File: src/hw/rtl/tcc_pkg.sv
package tcc_pkg;

    // Character codes with a control meaning.
    localparam logic [7:0] CODE_BACKSPACE = 8'd8;
    localparam logic [7:0] CODE_NEWLINE   = 8'd10;

    // Register indexes on the configuration channel.
    localparam logic [1:0] REG_COLUMN_COUNT = 2'd0;
    localparam logic [1:0] REG_ROW_COUNT    = 2'd1;
    localparam logic [1:0] REG_TEXT_COLOR   = 2'd2;

    // Reset values of the configuration registers.
    localparam logic [7:0]  COLUMN_COUNT_RESET = 8'd128;
    localparam logic [7:0]  ROW_COUNT_RESET    = 8'd48;
    localparam logic [23:0] TEXT_COLOR_RESET   = 24'hFF_FFFF;
    localparam logic [23:0] COLOR_BLACK        = 24'h00_0000;

    // Largest cursor row value.
    localparam logic [7:0] ROW_MAX = 8'd255;

    // Cell command carried on the result channel.
    typedef enum logic [1:0] {
        ACT_DRAW   = 2'd0,
        ACT_CLEAR  = 2'd1,
        ACT_SCROLL = 2'd2
    } action_t;

endpackage

File: src/hw/rtl/text_console_cursor_controller.sv
// Text console cursor controller. Each input beat carries one character
// code in s_tdata, with s_tlast marking the final character of a write.
// The block keeps the cursor column and row and emits cell commands on
// the m_ side: draw (with the configured text color), clear (for
// backspace) and scroll up one line, the command code in m_tuser and
// m_tlast set on the last command caused by a character. Newlines,
// a backspace at the origin and discarded characters give no command.
// A character sits in an input register and its commands are formed in
// one pass into the output register, so one character completes per
// cycle unless the result side stalls; a printable character that has to
// scroll the screen sends its scroll command in one pass and its draw
// command in a later one, as both share the single output register.
// Configuration writes are taken at any time (cfg_ready is always high)
// but are meant to be made only while the block is idle.
module text_console_cursor_controller (
    input  logic                  clk,
    input  logic                  rst_n,
    // Input stream.
    input  logic                  s_tvalid,
    output logic                  s_tready,
    input  logic [7:0]            s_tdata,   // [7:0] char_code
    input  logic                  s_tlast,   // write_end
    // Result stream.
    output logic                  m_tvalid,
    input  logic                  m_tready,
    // [7:0] cell_column, [15:8] cell_row, [23:16] glyph_code, [47:24] draw_color
    output logic [47:0]           m_tdata,
    output tcc_pkg::action_t      m_tuser,   // [1:0] action
    output logic                  m_tlast,   // last
    // Configuration writes.
    input  logic                  cfg_valid,
    output logic                  cfg_ready,
    input  logic [1:0]            cfg_index,
    input  logic [23:0]           cfg_data
);
    import tcc_pkg::*;

    // Configuration registers.
    logic [7:0]  column_count_reg;
    logic [7:0]  row_count_reg;
    logic [23:0] text_color_reg;

    // Cursor state.
    logic [7:0]  cursor_column_reg, cursor_column_next;
    logic [7:0]  cursor_row_reg, cursor_row_next;
    logic        discard_rest_reg, discard_rest_next;

    // Input register.
    logic        in_valid_reg, in_valid_next;
    logic [7:0]  in_char_reg;
    logic        in_end_reg;

    // Output register.
    logic        out_valid_reg, out_valid_next;
    action_t     out_action_reg, out_action_next;
    logic [7:0]  out_column_reg, out_column_next;
    logic [7:0]  out_row_reg, out_row_next;
    logic [7:0]  out_glyph_reg, out_glyph_next;
    logic [23:0] out_color_reg, out_color_next;
    logic        out_last_reg, out_last_next;

    // Working values for the held character.
    logic [7:0]  cols;
    logic [7:0]  rows;
    logic        out_free;
    logic        emit;
    logic        done;
    logic        wrap;
    logic [7:0]  wrap_column;
    logic [7:0]  wrap_row;
    logic [7:0]  back_column;
    logic [7:0]  back_row;
    logic        s_fire;

    assign cols     = (column_count_reg == 8'd0) ? 8'd1 : column_count_reg;
    assign rows     = (row_count_reg == 8'd0) ? 8'd1 : row_count_reg;
    assign out_free = !out_valid_reg || m_tready;

    // Printable wrap at the column limit.
    assign wrap        = (cursor_column_reg >= cols);
    assign wrap_column = wrap ? 8'd0 : cursor_column_reg;
    assign wrap_row    = (wrap && (cursor_row_reg < ROW_MAX)) ? cursor_row_reg + 8'd1
                                                              : cursor_row_reg;

    // Backspace step, wrapping to the end of the previous row.
    assign back_row    = (cursor_column_reg == 8'd0) ? cursor_row_reg - 8'd1 : cursor_row_reg;
    assign back_column = (cursor_column_reg == 8'd0) ? cols - 8'd1
                                                     : cursor_column_reg - 8'd1;

    // Command decode for the character in the input register.
    always_comb
    begin
        cursor_column_next = cursor_column_reg;
        cursor_row_next    = cursor_row_reg;
        discard_rest_next  = discard_rest_reg;
        emit               = 1'b0;
        done               = 1'b0;
        out_action_next    = out_action_reg;
        out_column_next    = out_column_reg;
        out_row_next       = out_row_reg;
        out_glyph_next     = out_glyph_reg;
        out_color_next     = out_color_reg;
        out_last_next      = out_last_reg;

        if (in_valid_reg)
        begin
            priority if (discard_rest_reg)
            begin
                // Rest of a write after a backspace at the origin.
                done = 1'b1;
                if (in_end_reg)
                begin
                    discard_rest_next = 1'b0;
                end
            end
            else if (in_char_reg == CODE_BACKSPACE)
            begin
                if ((cursor_column_reg == 8'd0) && (cursor_row_reg == 8'd0))
                begin
                    done              = 1'b1;
                    discard_rest_next = !in_end_reg;
                end
                else if (out_free)
                begin
                    done               = 1'b1;
                    emit               = 1'b1;
                    cursor_column_next = back_column;
                    cursor_row_next    = back_row;
                    out_action_next    = ACT_CLEAR;
                    out_column_next    = back_column;
                    out_row_next       = back_row;
                    out_glyph_next     = 8'd0;
                    out_color_next     = COLOR_BLACK;
                    out_last_next      = 1'b1;
                end
            end
            else if (in_char_reg == CODE_NEWLINE)
            begin
                done               = 1'b1;
                cursor_column_next = 8'd0;
                cursor_row_next    = (cursor_row_reg >= rows) ? rows : cursor_row_reg + 8'd1;
            end
            else if (out_free)
            begin
                emit               = 1'b1;
                cursor_column_next = wrap_column;
                if (wrap_row >= rows)
                begin
                    // Scroll first; the character stays in the input register and draws in a later pass.
                    cursor_row_next = rows - 8'd1;
                    out_action_next = ACT_SCROLL;
                    out_column_next = 8'd0;
                    out_row_next    = 8'd0;
                    out_glyph_next  = 8'd0;
                    out_color_next  = COLOR_BLACK;
                    out_last_next   = 1'b0;
                end
                else
                begin
                    done               = 1'b1;
                    cursor_column_next = wrap_column + 8'd1;
                    cursor_row_next    = wrap_row;
                    out_action_next    = ACT_DRAW;
                    out_column_next    = wrap_column;
                    out_row_next       = wrap_row;
                    out_glyph_next     = in_char_reg;
                    out_color_next     = text_color_reg;
                    out_last_next      = 1'b1;
                end
            end
        end
    end

    // Handshake control for both stages.
    assign s_tready = !in_valid_reg || done;
    assign s_fire   = s_tvalid && s_tready;

    always_comb
    begin
        in_valid_next = in_valid_reg;
        if (s_fire)
        begin
            in_valid_next = 1'b1;
        end
        else if (done)
        begin
            in_valid_next = 1'b0;
        end
    end

    always_comb
    begin
        out_valid_next = out_valid_reg;
        if (emit)
        begin
            out_valid_next = 1'b1;
        end
        else if (m_tready)
        begin
            out_valid_next = 1'b0;
        end
    end

    // Control state.
    always_ff @(posedge clk or negedge rst_n)
    begin
        if (!rst_n)
        begin
            in_valid_reg      <= 1'b0;
            out_valid_reg     <= 1'b0;
            cursor_column_reg <= 8'd0;
            cursor_row_reg    <= 8'd0;
            discard_rest_reg  <= 1'b0;
            column_count_reg  <= COLUMN_COUNT_RESET;
            row_count_reg     <= ROW_COUNT_RESET;
            text_color_reg    <= TEXT_COLOR_RESET;
        end
        else
        begin
            in_valid_reg      <= in_valid_next;
            out_valid_reg     <= out_valid_next;
            cursor_column_reg <= cursor_column_next;
            cursor_row_reg    <= cursor_row_next;
            discard_rest_reg  <= discard_rest_next;
            if (cfg_valid && cfg_ready)
            begin
                unique case (cfg_index)
                    REG_COLUMN_COUNT: column_count_reg <= cfg_data[7:0];
                    REG_ROW_COUNT:    row_count_reg    <= cfg_data[7:0];
                    REG_TEXT_COLOR:   text_color_reg   <= cfg_data;
                    default:          ;
                endcase
            end
        end
    end

    // Payload registers.
    always_ff @(posedge clk)
    begin
        if (s_fire)
        begin
            in_char_reg <= s_tdata;
            in_end_reg  <= s_tlast;
        end
        if (emit)
        begin
            out_action_reg <= out_action_next;
            out_column_reg <= out_column_next;
            out_row_reg    <= out_row_next;
            out_glyph_reg  <= out_glyph_next;
            out_color_reg  <= out_color_next;
            out_last_reg   <= out_last_next;
        end
    end

    assign cfg_ready = 1'b1;
    assign m_tvalid  = out_valid_reg;
    assign m_tdata   = {out_color_reg, out_glyph_reg, out_row_reg, out_column_reg};
    assign m_tuser   = out_action_reg;
    assign m_tlast   = out_last_reg;

endmodule

File: config.mk
export PLATFORM = sky130hd
export DESIGN_NAME = text_console_cursor_controller
export DESIGN_NICKNAME = d
export VERILOG_FILES = /design/src/hw/rtl/tcc_pkg.sv /design/src/hw/rtl/text_console_cursor_controller.sv
export SDC_FILE = /design/constraint.sdc
export NUM_CORES = 1
export LEC_CHECK = 0
export BUFFER_PORTS_ARGS = -buffer_cell sky130_fd_sc_hd__buf_2
export CELL_PAD_IN_SITES_DETAIL_PLACEMENT = 1
export CELL_PAD_IN_SITES_GLOBAL_PLACEMENT = 1
export CORE_ASPECT_RATIO = 1.25
export CORE_MARGIN = 2
export CORE_UTILIZATION = 31
export CTS_BUF_LIST = sky130_fd_sc_hd__clkbuf_16
export DETAILED_ROUTE_END_ITERATION = 10
export GPL_ROUTABILITY_DRIVEN = 0
export GPL_TIMING_DRIVEN = 0
export PLACE_DENSITY_LB_ADDON = 0.1
export RECOVER_POWER = 25
export SYNTH_ARGS = -nofsm -noshare
export SYNTH_HDL_FRONTEND = slang
export SYNTH_SLANG_ARGS = --single-unit
export TNS_END_PERCENT = 1
File: constraint.sdc
create_clock -name clk -period 4.2 [get_ports clk]
set_clock_uncertainty 0.15 [all_clocks]
set_input_delay 0 -clock clk [delete_from_list [all_inputs] [get_ports clk]]
set_output_delay 0 -clock clk [all_outputs]
set_load 0.1 [all_outputs]
==> run metrics <==
outcome finished, violations left; failing checks max-capacitance violations, max-slew violations, negative setup slack; P_sw 4.03 mW; first-pass GRT wire length 34,300 um; H-tree levels 4; largest family of logic cells by synthesized area compound AO/OA/AOI/OAI gates; setup tns final -2740 ps; DR WL/cell 20.2 um; # diodes 0; CTS tree built; max cap viols 1; drc violations 0; PwrDens 888 nW/um^2; drt initial violations 226; Via Count 5,621; GRT overflow 0; layout cells sized above 1 0.360; # IOs 94; max-slew violations 60; initial antenna violation count 0; Clk pwr share 0.180; Top FF cell, synth edfxtp_1; Post-layout nets 860; Setup violations, final 45; via-per-instance ratio 5.20; CTS clock-pin slew for the worst setup and hold paths 60 ps; CTS Buf Count 17; largest net degree at the start of global routing 60; num rows 60; Setup crit end kind output port; Synth area leader edfxtp_1; worst setup margin -161 ps; CTS Root Cell clkbuf_16; synthesis-stage register bit count 119; Die W 136 um; mapped cell area 6780 sq um; Async SR Flop Fraction 0.496; Synth Warn # 0; Synth Instances 620; maximum clock path buffer count 2; Slew @ Worst Pin 3550 ps; Synth Area in Compound Gates 0.159; final WL 21,800 um; part of the power in registers 0.249; die height 169 um; Sw Ratio 0.503; peak supply drop 0.000548 V; critical setup path kind register to output port; Fin. Hold Viols 0; Max Clock Freq 229 MHz; worst relative slew slack -1.36; Crit path required time 4050 ps; synth cell count leaders 60 x edfxtp_1, 45 x nand2_1, 35 x inv_1, 35 x mux2_2; top cell type's share of synthesized area 0.266; Post-Synth XOR/XNOR Area 0.0271; Combinational Power Share 0.571; Period minus WS final 4360 ps; input/output buffers 92; pre-CTS setup slack -666 ps; library cells used by synthesis 80; crit start category register; Pre-antenna DRT Iters 6; Post-DRT Antenna Nets 0; critical path arrival 4210 ps; cell-internal power 3.98 mW; Adder-Cell Fraction of Synth Area 0.0572; top cells by area, synth edfxtp_1 27%, dfrtp_1 12%, dfstp_2 10%; Tcrit/Tclk final 1.04; Mapped Avg Cell Area 10.9 sq um; Post-DP HPWL 15,800 um; area grow syn2layout 32.9%; sequential fraction of the synthesis area 0.488; count leader, synth edfxtp_1; number of global-route vias before repair 6,153; Post-synth EDFFs 60; leakage 3.73 nW; worst skew pair latency 420 ps; syn_nets 691; mux contribution to synthesized area 0.0625; Simple-Gate Fraction of Synth Area 0.155; core area 21,500 sq um; RSZ-0062 raised after global routing true; starting density of the core 0.316; Sink Count 119; worst hold path class primary input to register; Critical Path Fanout Max 9; Total GRT Usage 0.196; full die area 23,100 sq um; PnR Total Power 8.01 mW
## worst max-delay path: stages (launching register included)
cell,delay (ps)
dfstp_2,550
nor3_2,60
a41o_1,240
ha_1,290
nand2b_4,150
a2111oi_4,360
nor3_4,100
o211ai_1,290
xnor2_1,240
ha_1,320
a211oi_2,220
o21ai_1,100
a21o_1,190
buf_12,160
inv_8,80
a21oi_4,50
o21ai_4,190
buf_12,200
## path summary, 6_finish.rpt
kind / from / to / slack [ps] / cells after the start
setup reg to reg: column_count_reg[7] / cursor_column_reg[5] / -130 / 17
setup / recovery: column_count_reg[7] / s_tready / -160 / 17
min in group asynchronous: rst_n / row_count_reg[6] / 1200 / 2
max in group asynchronous: rst_n / column_count_reg[3] / 430 / 2
hold / removal: cfg_valid / row_count_reg[6] / 110 / 3
hold reg to reg: in_end_reg / discard_rest_reg / 280 / 1
## repair_timing
item,4_1_cts,5_1_grt
endpoints found under the setup margin,76,77
buffers inserted,16,2
pin swaps,14,6
hold endpoints to repair,97,0
hold buffers,39,0
resized for setup,30,30
## cell usage in the layout (no fill, tap or decap), types with 5 or more instances in the layout
cell and n:
buf_2 97, edfxtp_1 60, nand2_1 41, dlygate4sd3_1 39, inv_1 38, mux2_2 34
and3_1 31, dfrtp_1 31, ha_1 28, dfstp_2 27, a21oi_1 25, nor2_1 25
buf_4 23, o21ai_0 23, clkbuf_16 19, o21ai_1 16, clkbuf_1 15, xnor2_1 14
nand3_1 13, and2_1 10, a31oi_1 10, nor3_1 8, o21ai_2 8, o211ai_1 8
buf_6 6, nand2b_1 5
## cell families (layout without fill, tap and decap cells)
| family | after synthesis | count (layout) |
|---|---|---|
| AND/OR/NAND/NOR | 180 | 180 |
| multiplexers | 38 | 38 |
| buffers and inverters | 74 | 256 |
| flip-flops | 119 | 119 |
| other | 1 | 1 |
| adder cells (fa/ha/maj) | 31 | 31 |
| XOR/XNOR | 21 | 21 |
| AO/OA/AOI/OAI | 156 | 156 |
## area by class of cell
cell class | instances | area [sq um]
Clock buffer | 19 | 475
Fill cell | 2422 | 12500
Tap cell | 279 | 349
Buffer | 37 | 250
Multi-Input combinational cell | 427 | 3350
Clock inverter | 13 | 113
Timing Repair Buffer | 150 | 1020
Sequential cell | 119 | 3310
Inverter | 37 | 146
## stage by stage
| step | area (sq um) | std cells | hold slack, ps | util |
|---|---|---|---|---|
| after floorplan | 6850 | 620 | -446 | - |
| after global placement | 7660 | 991 | 27.5 | 0.357 |
| after detailed placement | 7690 | 992 | 18.3 | 0.358 |
| after CTS | 8890 | 1079 | 87.9 | 0.414 |
| after global routing | 9010 | 1081 | 137 | 0.420 |
| final | 9010 | 1081 | 106 | 0.420 |
## routing by layer
layer | global-route usage | wire [um] | up-vias
met1 | 0.225 | 8880 | 2834
met3 | 0.0311 | 683 | 32
met5 | 0 | 0 | -
met2 | 0.365 | 11700 | 131
li1 | - | - | 2624
met4 | 0.0675 | 522 | 0
## power by group through the flow
| stage | registers (mW) | logic, mW | clock network (mW) |
|---|---|---|---|
| global placement | 2.02 | 4.14 | 0 |
| floorplan | 3.54 | 1.80 | 0 |
| detailed placement | 2.01 | 4.23 | 0 |
| finish | 1.99 | 4.57 | 1.44 |
| global route | 2.04 | 4.88 | 1.53 |
| CTS | 2.00 | 4.46 | 1.49 |
(Power assumes the default switching activity.)
